--- src/sv/mvm_pkg.sv ---
// shared types, constants and defaults for the matrix-vector multiply unit
package mvm_pkg;

    // default sizing, used as the defaults of the top level parameters
    localparam int MAX_SIZE_DEF      = 1024;
    localparam int ELEMENT_WIDTH_DEF = 32;

    // fixed field widths
    localparam int CFG_W       = 11;
    localparam int ROW_W       = 10;
    localparam int SUM_W       = 64;
    localparam int IN_TDATA_W  = 32;
    localparam int OUT_TDATA_W = 80;

    // size register value after reset
    localparam logic [CFG_W-1:0] SIZE_RESET = 11'd1024;

    // item kind carried in tuser
    typedef enum logic [0:0] {
        OP_LOAD   = 1'b0,
        OP_MATRIX = 1'b1
    } t_opcode;

    // control tag that travels with a matrix element down the pipeline
    typedef struct packed {
        logic             valid;
        logic             eor;
        logic             last;
        logic [ROW_W-1:0] row;
    } t_tag;

endpackage

--- src/sv/mvm_mac.sv ---
// multiply stage and saturating accumulate stage, with the result register
module mvm_mac #(
    parameter int ELEMENT_WIDTH = mvm_pkg::ELEMENT_WIDTH_DEF
) (
    input  logic                         i_clk,
    input  logic                         i_rst_n,
    input  logic                         i_en,
    input  logic                         i_clear,
    input  mvm_pkg::t_tag                i_tag,
    input  logic [ELEMENT_WIDTH-1:0]     i_elem,
    input  logic [ELEMENT_WIDTH-1:0]     i_vec,
    output mvm_pkg::t_tag                o_mul_tag,
    output logic                         o_valid,
    output logic [mvm_pkg::SUM_W-1:0]    o_sum,
    output logic [mvm_pkg::ROW_W-1:0]    o_row,
    output logic                         o_last
);

    localparam int SW = mvm_pkg::SUM_W;

    logic signed [ELEMENT_WIDTH-1:0]   w_a;
    logic signed [ELEMENT_WIDTH-1:0]   w_b;
    logic signed [2*ELEMENT_WIDTH-1:0] w_mul;
    logic signed [SW-1:0]              r_prod;
    mvm_pkg::t_tag                     r_tag;
    logic signed [SW-1:0]              r_acc, n_acc;
    logic signed [SW:0]                w_wide;
    logic signed [SW-1:0]              w_sat;
    logic                              r_valid;
    logic [SW-1:0]                     r_sum;
    logic [mvm_pkg::ROW_W-1:0]         r_row;
    logic                              r_last;

    // exact product of element and vector entry
    assign w_a   = i_elem;
    assign w_b   = i_vec;
    assign w_mul = w_a * w_b;

    always_ff @(posedge i_clk) begin
        if (!i_rst_n) begin
            r_tag <= '0;
        end else if (i_en) begin
            r_tag <= i_tag;
        end
    end

    always_ff @(posedge i_clk) begin
        if (i_en) begin
            r_prod <= SW'(w_mul);
        end
    end

    // saturating add on one extra bit
    always_comb begin
        w_wide = {r_acc[SW-1], r_acc} + {r_prod[SW-1], r_prod};
        if (w_wide[SW] != w_wide[SW-1]) begin
            w_sat = w_wide[SW] ? {1'b1, {(SW-1){1'b0}}} : {1'b0, {(SW-1){1'b1}}};
        end else begin
            w_sat = w_wide[SW-1:0];
        end
    end

    // accumulator restarts after each row end
    always_comb begin
        n_acc = r_acc;
        if (i_en && r_tag.valid) begin
            n_acc = r_tag.eor ? '0 : w_sat;
        end
    end

    always_ff @(posedge i_clk) begin
        if (!i_rst_n || i_clear) begin
            r_acc <= '0;
        end else begin
            r_acc <= n_acc;
        end
    end

    // result register, holds while the master side stalls
    always_ff @(posedge i_clk) begin
        if (!i_rst_n) begin
            r_valid <= 1'b0;
        end else if (i_en) begin
            r_valid <= r_tag.valid && r_tag.eor;
        end
    end

    always_ff @(posedge i_clk) begin
        if (i_en && r_tag.valid && r_tag.eor) begin
            r_sum  <= w_sat;
            r_row  <= r_tag.row;
            r_last <= r_tag.last;
        end
    end

    assign o_mul_tag = r_tag;
    assign o_valid   = r_valid;
    assign o_sum     = r_sum;
    assign o_row     = r_row;
    assign o_last    = r_last;

endmodule

--- config.mk ---
export PLATFORM = sky130hd
export DESIGN_NAME = mvm_mac
export DESIGN_NICKNAME = d
export VERILOG_FILES = /design/src/sv/mvm_pkg.sv /design/src/sv/mvm_mac.sv
export SDC_FILE = /design/constraint.sdc
export NUM_CORES = 2
export LEC_CHECK = 0
export BUFFER_PORTS_ARGS = -buffer_cell sky130_fd_sc_hd__buf_4
export CORE_MARGIN = 3
export CORE_UTILIZATION = 45
export CTS_CLUSTER_DIAMETER = 30
export DETAILED_ROUTE_END_ITERATION = 6
export HOLD_SLACK_MARGIN = 0.1
export PLACE_DENSITY = 0.61
export SYNTH_ARGS = -nofsm -noshare
export SYNTH_HDL_FRONTEND = slang
export SYNTH_SLANG_ARGS = --single-unit
--- constraint.sdc ---
create_clock -name i_clk -period 12.05 [get_ports i_clk]
set_input_delay 1.205 -clock i_clk [delete_from_list [all_inputs] [get_ports i_clk]]
set_output_delay 1.205 -clock i_clk [all_outputs]
set_load 0.02 [all_outputs]
==> impl_metrics.py <==
metrics = {
    "outcome": {
        "status": "complete, but fails checks",
        "violations": "design-rule violations",
    },
    "clock_tree": {
        "clockRootBuffer": "clkbuf_16",
        "cts_inserted_buffers": 37,
        "clock_latency_ns": 0.52,
        "htreeDepth": 2,
        "cts_buffer_depth": 3,
        "post-cts-setup-buffers": 0,
        "tritoncts": "yes",
        "ctsHoldBuffers": 0,
        "path_clk_slew_ns": 0.06,
        "cts.sinks": 217,
        "post_cts_resized": 0,
    },
    "critical_path": {
        "reg2reg_slack_ns": 7.49,
        "crit_fanout": 32,
        "critical_path.max_stage_delay_ns": 0.92,
        "cp_num_buf_inv": 6,
        "reg2reg_from": "r_prod[0]",
        "crit_arrival_ns": 9.24,
        "timing.rr.end": "r_acc[56]",
        "crit_path_end_kind": "flip-flop",
        "cp.depth": 26,
        "start_kind": "input pin",
        "ff2ff_path_depth": 14,
        "path_class": "input pin to flip-flop",
        "critPathMostFrequentCell": "fa_1",
        "startpoint": "i_vec[2]",
        "slowest_stage": "fa_1",
        "crit_family": "adder cells",
        "crit_end": "r_prod[62]",
        "crit_required_ns": 12.30,
    },
    "finish": {
        "layout-drive-gt1-share_pct": 6.534,
        "areaGrowthSynthToFinish_pct": 6.703,
        "finalCoreUtilization_pct": 48.79,
        "nets": 6326,
        "seqCellArea_sq_um": 5736,
        "layout_commonest_cell": "fa_1",
        "final_cell_mix": "1083 x fa_1, 1051 x inv_1, 655 x nand2_1",
        "fin_area_sq_um": 50850,
        "multi_input_area_sq_um": 36830,
        "nFillCells": 9842,
    },
    "yosys": {
        "yosysWarnings": 0,
        "synth-seq-cells": 217,
        "postSynthAreaPerCell_sq_um": 9.585,
        "syn_inst": 4972,
        "ys_async_sr_fraction_pct": 0,
        "ys_types": 75,
        "synth_edf_count": 139,
        "synthFlopType": "edfxtp_1",
        "ys_seq_area_share_pct": 12.03,
        "syn-cell-area_sq_um": 47660,
        "syn_nets": 6384,
    },
    "routing": {
        "drt-pass1-iter-count": 7,
        "via_per_inst": 5.268,
        "wl_per_cell_microns": 19.62,
        "drt_iter0_markers": 1834,
        "num_vias": 33315,
        "drt-total-wl_microns": 124100,
        "drtAntennaViolNets": 0,
        "drc": 1,
    },
    "floorplanning": {
        "core_area_sq_um": 104200,
        "dieArea_sq_um": 109800,
        "dieWidth_microns": 331.4,
        "num_rows": 118,
        "initial_core_util_pct": 45.72,
        "pin_count": 170,
        "die_h_microns": 331.4,
    },
    "timing": {
        "rsz0062_at_grt": "no",
        "tightestPinTransition_ns": 1.136,
        "drv_slew": 0,
        "fin_crit_sh_pct": 74.57,
        "relSlewSlack_pct": 24.24,
        "hold_violations": 0,
        "min_period_ns": 8.986,
        "timing.hold.ws_ns": 0.4601,
        "tns_ns": 0,
        "fin_skew_ns": 0.02372,
        "setup_viol": 0,
        "fmax_mhz": 111.3,
    },
    "global_route": {
        "busiest_layer": "met2",
        "grt_pass1_vias": 36783,
        "met1_usage_pct": 31.94,
        "antenna_found_initial": 4,
        "grt_pass1_wl_microns": 203600,
        "use_met2_pct": 38.01,
        "use_met3_pct": 4.402,
        "grt_max_degree": 77,
        "grt_overflow": 0,
        "track_usage_pct": 23.20,
    },
    "job": {
        "drv_cap": 0,
    },
    "place": {
        "place_area_sq_um": 49540,
        "gp_congestion": 0.8819,
        "dpl.hpwl_microns": 98780,
        "portBuffers": 169,
    },
    "hold_path": {
        "hp-class": "flip-flop to flip-flop",
    },
}
==> flip-flops by register name, indices dropped and copies added (netlist names) <==
name	cells
r_prod	64
r_acc	64
o_sum	64
o_row	10
o_last	1
o_valid	1
o_mul_tag	13
==> layout make-up <==
type                    count  share of cell area, %
clock buffers              41                  1.976
diodes                      1               0.004921
well taps                1380                  3.396
flip-flops and latches    217                  11.28
multi-input cells        3433                  72.42
clock inverters            27                 0.6004
repair buffers            174                  2.569
inverters                1051                  7.758
==> per-stage QoR <==
step / instances / setup slack (ns)
6_report: 6324 / 3.064
5_1_grt: 6323 / 2.574
4_1_cts: 6323 / 3.053
3_5_place_dp: 6255 / 2.537
3_3_place_gp: 6255 / 2.686
2_1_floorplan: 4972 / 3.336
==> routing by layer <==
metal | share of wire (%) | vias up | wire [microns]
met1 | 44 | 17211 | 54350
met3 | 6.7 | 179 | 8362
met5 | 0 | - | 0
met2 | 47 | 1051 | 58310
met4 | 2.5 | 0 | 3081
li1 | - | 14874 | -
==> worst min-delay path by stage <==
stage / depth (start not counted) / slack (ns) / startpoint / endpoint
after floorplan: 2 / 0.43 / r_acc[2] / r_acc[2]
after global placement: 0 / 0.44 / o_mul_tag[7] / o_row[7]
after detailed placement: 0 / 0.44 / o_mul_tag[7] / o_row[7]
after CTS: 0 / 0.46 / o_mul_tag[7] / o_row[7]
after global routing: 0 / 0.47 / o_mul_tag[6] / o_row[6]
final: 0 / 0.46 / o_mul_tag[7] / o_row[7]
==> logic make-up (layout without fill, tap and decap cells) <==
family	after synthesis	after routing	share of synthesized area (%)
buffers and inverters	1322	1293	10.76
adder cells (fa/ha/maj)	1331	1331	52.00
multiplexers	14	14	0.3203
XOR/XNOR	130	130	2.389
flip-flops	217	217	12.03
AND/OR/NAND/NOR	1422	1422	14.76
other	0	1	0
AO/OA/AOI/OAI	536	536	7.732
==> synthesized netlist by cell type, drive strengths merged, types with 64 or more instances <==
cell type     n  area (sq um)
nor2        101         379.1
fa         1083         21680
o211ai       70         825.8
o21ai       137         685.7
nand2       655          2459
dfxtp        78          1562
ha          248          3103
inv        1051          3945
xnor2        91         797.0
edfxtp      139          4174
clkbuf      249         934.7
a21o         64         480.5
and2        500          3128
a21oi       147         735.7
==> worst reg2reg max path, delay by kind of cell, from the launching register on <==
family | cells | cell delay [ns]
simple gates | 3 | 1.29
mux | 1 | 0.18
compound gates | 7 | 2.03
fa+ha+maj | 2 | 0.41
buf+inv | 1 | 0.08
flops | 1 | 0.37
Power is left out: the tool's default activity adds up to more than one toggle a clock period on the data nets, which glitch-free logic cannot reach.
