<file path="src/sv/mvm_pkg.sv">
// shared types, constants and defaults for the matrix-vector multiply unit
package mvm_pkg;

    // default sizing, used as the defaults of the top level parameters
    localparam int MAX_SIZE_DEF      = 1024;
    localparam int ELEMENT_WIDTH_DEF = 32;

    // fixed field widths
    localparam int CFG_W       = 11;
    localparam int ROW_W       = 10;
    localparam int SUM_W       = 64;
    localparam int IN_TDATA_W  = 32;
    localparam int OUT_TDATA_W = 80;

    // size register value after reset
    localparam logic [CFG_W-1:0] SIZE_RESET = 11'd1024;

    // item kind carried in tuser
    typedef enum logic [0:0] {
        OP_LOAD   = 1'b0,
        OP_MATRIX = 1'b1
    } t_opcode;

    // control tag that travels with a matrix element down the pipeline
    typedef struct packed {
        logic             valid;
        logic             eor;
        logic             last;
        logic [ROW_W-1:0] row;
    } t_tag;

endpackage

</file>
<file path="src/sv/mvm_ctrl.sv">
// position tracking, vector store addressing and size register
module mvm_ctrl #(
    parameter int MAX_SIZE      = mvm_pkg::MAX_SIZE_DEF,
    parameter int ELEMENT_WIDTH = mvm_pkg::ELEMENT_WIDTH_DEF
) (
    input  logic                          i_clk,
    input  logic                          i_rst_n,
    input  logic                          i_en,
    input  logic                          i_valid,
    input  logic                          i_opcode,
    input  logic [mvm_pkg::IN_TDATA_W-1:0] i_value,
    input  logic                          i_cfg_we,
    input  logic [mvm_pkg::CFG_W-1:0]     i_cfg_wdata,
    output logic                          o_ram_we,
    output logic [$clog2(MAX_SIZE)-1:0]   o_ram_waddr,
    output logic [ELEMENT_WIDTH-1:0]      o_ram_wdata,
    output logic [$clog2(MAX_SIZE)-1:0]   o_ram_raddr,
    output mvm_pkg::t_tag                 o_tag,
    output logic [ELEMENT_WIDTH-1:0]      o_elem
);

    localparam int PW = $clog2(MAX_SIZE);
    localparam int CW = (PW + 1 > mvm_pkg::CFG_W) ? PW + 1 : mvm_pkg::CFG_W;
    localparam logic [CW-1:0] MAX_N = CW'(MAX_SIZE);

    // zero acts as one, anything above the store depth acts as the depth
    function automatic logic [CW-1:0] clamp_size(input logic [mvm_pkg::CFG_W-1:0] raw);
        logic [CW-1:0] v;
        v = CW'(raw);
        if (v == '0) begin
            v = CW'(1);
        end else if (v > MAX_N) begin
            v = MAX_N;
        end
        return v;
    endfunction

    logic [CW-1:0]   r_n;
    logic [PW-1:0]   r_load_pos, n_load_pos;
    logic [PW-1:0]   r_col_pos,  n_col_pos;
    logic [PW-1:0]   r_row_pos,  n_row_pos;
    mvm_pkg::t_tag   r_tag, n_tag;
    logic [ELEMENT_WIDTH-1:0] r_elem;

    logic w_accept;
    logic w_is_matrix;
    logic w_load_wrap;
    logic w_col_end;
    logic w_row_last;

    assign w_accept    = i_valid && i_en;
    assign w_is_matrix = mvm_pkg::t_opcode'(i_opcode) == mvm_pkg::OP_MATRIX;
    assign w_load_wrap = (CW'(r_load_pos) + CW'(1)) >= r_n;
    assign w_col_end   = (CW'(r_col_pos) + CW'(1)) >= r_n;
    assign w_row_last  = (CW'(r_row_pos) + CW'(1)) >= r_n;

    // next positions and the tag for the accepted transaction
    always_comb begin
        n_load_pos = r_load_pos;
        n_col_pos  = r_col_pos;
        n_row_pos  = r_row_pos;
        n_tag      = '0;
        if (w_accept && !w_is_matrix) begin
            n_load_pos = w_load_wrap ? '0 : r_load_pos + PW'(1);
        end
        if (w_accept && w_is_matrix) begin
            n_tag.valid = 1'b1;
            n_tag.eor   = w_col_end;
            n_tag.last  = w_col_end && w_row_last;
            n_tag.row   = mvm_pkg::ROW_W'(r_row_pos);
            if (w_col_end) begin
                n_col_pos = '0;
                n_row_pos = w_row_last ? '0 : r_row_pos + PW'(1);
            end else begin
                n_col_pos = r_col_pos + PW'(1);
            end
        end
    end

    // size register and positions; a size write restarts every position
    always_ff @(posedge i_clk) begin
        if (!i_rst_n) begin
            r_n        <= clamp_size(mvm_pkg::SIZE_RESET);
            r_load_pos <= '0;
            r_col_pos  <= '0;
            r_row_pos  <= '0;
        end else if (i_cfg_we) begin
            r_n        <= clamp_size(i_cfg_wdata);
            r_load_pos <= '0;
            r_col_pos  <= '0;
            r_row_pos  <= '0;
        end else begin
            r_load_pos <= n_load_pos;
            r_col_pos  <= n_col_pos;
            r_row_pos  <= n_row_pos;
        end
    end

    // tag stage, aligned with the vector store read
    always_ff @(posedge i_clk) begin
        if (!i_rst_n) begin
            r_tag <= '0;
        end else if (i_en) begin
            r_tag <= n_tag;
        end
    end

    // element payload, no reset
    always_ff @(posedge i_clk) begin
        if (i_en) begin
            r_elem <= i_value[ELEMENT_WIDTH-1:0];
        end
    end

    // vector store access
    assign o_ram_we    = w_accept && !w_is_matrix;
    assign o_ram_waddr = r_load_pos;
    assign o_ram_wdata = i_value[ELEMENT_WIDTH-1:0];
    assign o_ram_raddr = r_col_pos;

    assign o_tag  = r_tag;
    assign o_elem = r_elem;

endmodule

</file>
<file path="config.mk">
export PLATFORM = sky130hd
export DESIGN_NAME = mvm_ctrl
export DESIGN_NICKNAME = d
export VERILOG_FILES = /design/src/sv/mvm_pkg.sv /design/src/sv/mvm_ctrl.sv
export SDC_FILE = /design/constraint.sdc
export NUM_CORES = 1
export LEC_CHECK = 0
export BUFFER_PORTS_ARGS = -buffer_cell sky130_fd_sc_hd__clkbuf_2
export CORE_ASPECT_RATIO = 2
export CORE_UTILIZATION = 50
export CTS_BUF_LIST = sky130_fd_sc_hd__clkbuf_8 sky130_fd_sc_hd__clkbuf_16
export CTS_CLUSTER_SIZE = 16
export DETAILED_ROUTE_END_ITERATION = 12
export PLACE_DENSITY = 0.79
export SYNTH_ARGS = -nofsm -noshare
export SYNTH_HDL_FRONTEND = slang
export SYNTH_SLANG_ARGS = --single-unit
</file>
<file path="constraint.sdc">
create_clock -name i_clk -period 3.4 [get_ports i_clk]
set_input_delay 0 -clock i_clk [delete_from_list [all_inputs] [get_ports i_clk]]
set_output_delay 0 -clock i_clk [all_outputs]
set_load 0.005 [all_outputs]
</file>
==> results of run 1 <==
==> metal layers <==
metal / track usage / wire length (um) / up-vias
met5: 0 / 0 / -
met4: 0.160 / 517 / 0
met3: 0.0623 / 605 / 40
met2: 0.506 / 6930 / 171
met1: 0.245 / 4120 / 1871
li1: - / - / 1901
==> layout by cell type, fill, tap and decap left out, types with 5 or more instances in the layout <==
cell type	n
edfxtp_1	32
a21oi_1	34
or2_2	6
nand4_1	10
nor2_1	32
nand2b_1	10
clkbuf_2	146
inv_1	18
clkbuf_16	9
dfxtp_1	54
a21boi_1	5
nand2_1	32
a22oi_1	12
nor3_1	5
xor2_1	7
ha_1	36
nand3_1	15
dlygate4sd3_1	38
xnor2_1	12
o21a_1	5
o21ai_0	18
and2_1	7
nor2b_1	28
==> kinds of logic (layout without fill, tap and decap cells) <==
family,after synthesis,count (layout),synth area share
AND/OR/NAND/NOR,166,166,0.196
AO/OA/AOI/OAI,87,87,0.121
flip-flops,86,86,0.453
buffers and inverters,66,220,0.0847
adder cells (fa/ha/maj),36,36,0.0999
XOR/XNOR,19,19,0.0369
multiplexers,4,4,0.00888
==> stage by stage <==
| stage | area, sq um | power [uW] | instances | util |
|---|---|---|---|---|
| after floorplan | 4510 | 1240 | 464 | - |
| after global placement | 5060 | 1320 | 664 | 0.581 |
| after detailed placement | 5060 | 1330 | 664 | 0.581 |
| after CTS | 5750 | 2350 | 718 | 0.660 |
| after global routing | 5750 | 2430 | 718 | 0.660 |
| final | 5750 | 2350 | 718 | 0.660 |
==> worst max-delay path: stages (launching register included) <==
cell and delay (ns):
dfxtp_1 0.44, ha_1 0.25, nand3_1 0.19, nor2_1 0.19, nand4_1 0.13, xnor2_1 0.21, ha_1 0.29, a21oi_1 0.16
nor2_1 0.06, a2111o_1 0.42, nor2_4 0.29, a21boi_1 0.12, o32ai_2 0.20
==> cell type report <==
| class | count | area [sq um] | area share |
|---|---|---|---|
| Multi-Input combinational cell | 312 | 2080 | 0.362 |
| Sequential cell | 86 | 2040 | 0.355 |
| Timing Repair Buffer | 186 | 1130 | 0.196 |
| Clock buffer | 9 | 225 | 0.0392 |
| Tap cell | 100 | 125 | 0.0218 |
| Clock inverter | 7 | 80.1 | 0.0139 |
| Inverter | 18 | 67.6 | 0.0118 |
==> sequential cells by signal, indices dropped and copies added (netlist names) <==
register     count
o_elem          32
o_tag           13
r_n             11
o_ram_raddr     10
o_ram_waddr     10
r_row_pos       10
==> path summary, 6_finish.rpt <==
path,cells after the start,endpoint,start,slack (ns)
min reg2reg,2,o_tag[10],o_tag[10],0.48
min,4,r_n[8],i_cfg_wdata[8],0.01
max reg2reg,12,r_row_pos[4],r_row_pos[0],0.35
max,12,r_row_pos[4],r_row_pos[0],0.35
==> timing repair <==
item                                   in CTS  in global routing
endpoints found under the hold margin      38                  0
gates resized for setup                     0                  0
hold buffers                               38                  0
==> where the power goes <==
part,switching (uW),total [uW],internal (uW)
Clock,425,1000,577
Combinational,118,225,108
Sequential,13.0,1120,1110
==> flow_summary_export.csv, run 1 <==
group,metric,value,unit
outcome,outcome,"complete, no violations",
logic_synthesis,synth_seq_cells,86,
route,first_pass_iters,4,
clock_tree,cts-buffers-inserted,9,
route,ant_nets,0,
final_layout,syn_to_final_growth,27.6,%
sta,timing.final.crit_share,0.898,
logic_synthesis,ys_warn_count,0,
grt,grt_max_degree,41,
clock_tree,clock_tree.buffer_depth,2,
route,drc_errors,0,
floorplan,initial_core_util,0.518,
critical_path,path_class,"flip-flop to flip-flop",
pwr,p_leak,0.00248,uW
critical_path,worstPathMaxFanout,10,
clock_tree,cts_tree,"done",
logic_synthesis,synth_cells,464,
sta,tns,0,ns
clock_tree,cts_sinks,86,
route,drtIter0Drc,317,
route,routed_wl,12.2,mm
sta,rsz0062_at_grt,"no",
route,via_count,3983,
sta,worst_pin_slew,0.613,ns
grt,grt_pass1_vias,4002,
sta,holdWs,0.0132,ns
floorplan,fp.dieW,69.1,um
sta,finalSetupViolCount,0,
floorplan,pin_count,147,
logic_synthesis,syn-cell-area,0.00451,sq mm
floorplan,fp-row-count,48,
logic_synthesis,synthArstFlopShare,0,
floorplan,coreArea,0.00871,sq mm
critical_path,start_kind,"flip-flop",
sta,timing.slew.headroom,0.589,
logic_synthesis,synth-main-ff-cell,"dfxtp_1",
clock_tree,path_clk_slew,0.06,ns
logic_synthesis,netlist.area_leader.share,0.240,
pwr,ir_worst_vdd,0.240,mV
logic_synthesis,yosysSeqAreaShare,0.453,
placement,dp_slack,0.364,ns
pwr,p_per_area,408,mW/mm^2
job,maxCapViolations,0,
critical_path,cp-end-kind,"flip-flop",
logic_synthesis,synth_nets,549,
route,wl_per_cell,17.0,um
clock_tree,clock_latency,0.35,ns
logic_synthesis,yosysMostFrequentCell,"dfxtp_1",
route,vias_per_cell,5.55,
floorplan,die_area,0.00942,sq mm
clock_tree,cts-root-buf,"clkbuf_16",
final_layout,antenna_cells,0,
placement,dp_hpwl,8.40,mm
critical_path,crit_required,3.65,ns
final_layout,nets,698,
sta,timing.final.ws_setup,0.346,ns
logic_synthesis,avgSynthCellArea,9.71,sq um
grt,grt_pass1_wl,19.3,mm
floorplan,die_height,136,um
sta,max_freq,0.327,GHz
placement,gp_congestion,0.888,
grt,antenna_found_initial,0,
logic_synthesis,synth_edf_count,32,
sta,skew,0.0108,ns
sta,hold_violations,0,
final_layout,drive_above_1_share,0.291,
logic_synthesis,synth_largest_area_cell,"dfxtp_1",
grt,grt_usage,0.263,
final_layout,num-fill-cells,665,
sta,slew_viol_final,0,
logic_synthesis,synth.top_cells.by_count,"dfxtp_1 (54), ha_1 (36), a21oi_1 (34)",
clock_tree,htreeDepth,3,
placement,portBuffers,146,
logic_synthesis,synth.distinct_cells,48,
grt,grt-ovfl-total,0,
clock_tree,post_cts_buffers,0,
critical_path,critical_path_arrival,3.31,ns
sta,min_period,3.05,ns
logic_synthesis,synth_area_leaders,"dfxtp_1 (24%), edfxtp_1 (21%), ha_1 (10%)",
worst_hold_path,holdCritPathClass,"input port to flip-flop",
(Power assumes the default switching activity.)
==> run 2, diff against run 1 <==
BUFFER_PORTS_ARGS = -buffer_cell sky130_fd_sc_hd__buf_2   (was -buffer_cell sky130_fd_sc_hd__clkbuf_2)
SLEW_MARGIN = 5   (was default)
==> run 2 against run 1 <==
- first-iteration DRC count is 6.3% lower
- non-clock buffer count is 1 higher
- sequential power hardly changed
- fmax is 1.0% lower
- combinational power hardly changed
- design area hardly changed
- highest routed layer unchanged
==> flow_summary_export.csv, run 2 (synthesis gave the netlist of run 1 again) <==
group,metric,value,unit
placement,gp_congestion,0.887,
floorplan,fp-row-count,48,
clock_tree,cts-root-buf,"clkbuf_16",
outcome,outcome,"complete, no violations",
route,wl_per_cell,16.4,um
grt,grt-ovfl-total,0,
sta,min_period,3.09,ns
sta,timing.slew.headroom,0.582,
route,vias_per_cell,5.41,
sta,holdWs,0.0166,ns
route,routed_wl,11.8,mm
critical_path,r2r_slack,0.31,ns
sta,skew,0.00525,ns
final_layout,final_common_cell,"buf_2",
grt,grt_pass1_vias,3857,
critical_path,start_kind,"flip-flop",
critical_path,cp-end-kind,"flip-flop",
final_layout,nets,699,
critical_path,crit_required,3.65,ns
clock_tree,cts-buffers-inserted,9,
clock_tree,path_clk_slew,0.06,ns
placement,portBuffers,146,
job,maxCapViolations,0,
final_layout,drive_above_1_share,0.288,
floorplan,coreArea,0.00871,sq mm
placement,dp_hpwl,8.26,mm
sta,hold_violations,0,
route,drtIter0Drc,297,
route,ant_nets,0,
floorplan,pin_count,147,
final_layout,final_cells,719,
sta,max_freq,0.324,GHz
clock_tree,cts-resized-gates,0,
critical_path,path_cells,"ha_1 -> nand3_1 -> nor2_1 -> nand4_1 -> xnor2_1 -> ha_1 -> a21oi_1 -> nor2_1 -> a2111o_1 -> nor2_4 -> a21boi_1 -> o32ai_2",
pwr,ir_worst_vdd,0.293,mV
route,first_pass_iters,4,
final_layout,syn_to_final_growth,27.5,%
final_layout,antenna_cells,0,
sta,timing.final.ws_setup,0.314,ns
route,via_count,3889,
clock_tree,clock_tree.buffer_depth,2,
final_layout,largest_reg_flops,32,
floorplan,fp.dieW,69.1,um
worst_hold_path,holdCritPathClass,"input port to flip-flop",
pwr,pwr-share-comb,0.098,
clock_tree,htreeDepth,3,
placement,dpl.cell_count,664,
sta,finalSetupViolCount,0,
critical_path,max_stage_delay,0.43,ns
pwr,intPower,1780,uW
critical_path,critical_path_arrival,3.34,ns
pwr,pwr-share-seq,0.489,
critical_path,worstPathMaxFanout,10,
sta,tns,0,ns
critical_path,rr_worst_depth,12,
grt,grt_pass1_wl,18.8,mm
sta,slew_viol_final,0,
sta,rsz0062_at_grt,"no",
clock_tree,cts_tree,"done",
grt,grt_max_degree,32,
critical_path,path_class,"flip-flop to flip-flop",
pwr,p_per_area,399,mW/mm^2
sta,timing.final.crit_share,0.908,
pwr,total_power,2290,uW
sta,worst_pin_slew,0.624,ns
floorplan,die_area,0.00942,sq mm
pwr,p_leak,0.00249,uW
final_layout,layout_common_cells,"buf_2 (146), dfxtp_1 (54), dlygate4sd3_1 (39)",
worst_hold_path,hold_path_depth,2,
pwr,switching_share,0.223,
grt,antenna_found_initial,0,
critical_path,cpMaxStageDelayCell,"dfxtp_1",
floorplan,die_height,136,um
placement,dp_slack,0.368,ns
floorplan,initial_core_util,0.518,
route,drc_errors,0,
grt,grt_usage,0.256,
clock_tree,clock_latency,0.34,ns
pwr,clkPwrFrac,0.413,
pwr,p_switching,510,uW
clock_tree,cts_sinks,86,
==> run 2: changes by cell type in the layout (fill, tap and decap cells not counted) <==
cell,delta
inv_1,+1
dlygate4sd3_1,+1
clkinv_2,+1
inv_6,-2
clkbuf_2,-146
buf_2,+146
clkinv_1,+1
clkinv_4,-1
==> run 2: cell type report <==
class	count	area (sq um)
clock buffers	9	225
clock inverters	7	66.3
multi-input cells	312	2080
repair buffers	187	1140
flip-flops and latches	86	2040
inverters	18	67.6
well taps	100	125
fillers	688	2960
==> run 2: critical path: cells and delay by family (launching register included) <==
family	cells	cell delay (ns)
flip-flops	1	0.43
AND/OR/NAND/NOR	5	0.88
XOR/XNOR	1	0.21
AO/OA/AOI/OAI	4	0.95
adder cells (fa/ha/maj)	2	0.53
==> run 2: final timing paths <==
path,start,end
hold reg to reg,o_tag[10],o_tag[10]
setup / recovery,r_row_pos[0],r_row_pos[4]
hold / removal,i_rst_n,r_n[10]
setup reg to reg,r_row_pos[0],r_row_pos[4]
==> run 2: routing by layer <==
| metal | wire (um) | global-route usage |
|---|---|---|
| met1 | 4080 | 0.232 |
| met2 | 6740 | 0.511 |
| met3 | 590 | 0.0615 |
| met4 | 419 | 0.130 |
| met5 | 0 | 0 |
==> run 2: timing repair <==
action,4_1_cts,5_1_grt
endpoints found under the hold margin,39,0
hold buffers,39,0
setup buffers,0,0
==> run 2: power by group through the flow <==
stage          Combinational, uW  Clock (uW)  Sequential, uW
2_1_floorplan               94.0           0            1150
3_3_place_gp                 180           0            1140
3_5_place_dp                 184           0            1140
4_1_cts                      219         965            1120
5_1_grt                      244        1000            1120
6_report                     225         946            1120
==> run 2: per-stage QoR <==
| stage | area, sq um | util |
|---|---|---|
| after floorplan | 4510 | - |
| after global placement | 5060 | 0.581 |
| after detailed placement | 5060 | 0.581 |
| after CTS | 5750 | 0.660 |
| after global routing | 5750 | 0.660 |
| final | 5750 | 0.660 |
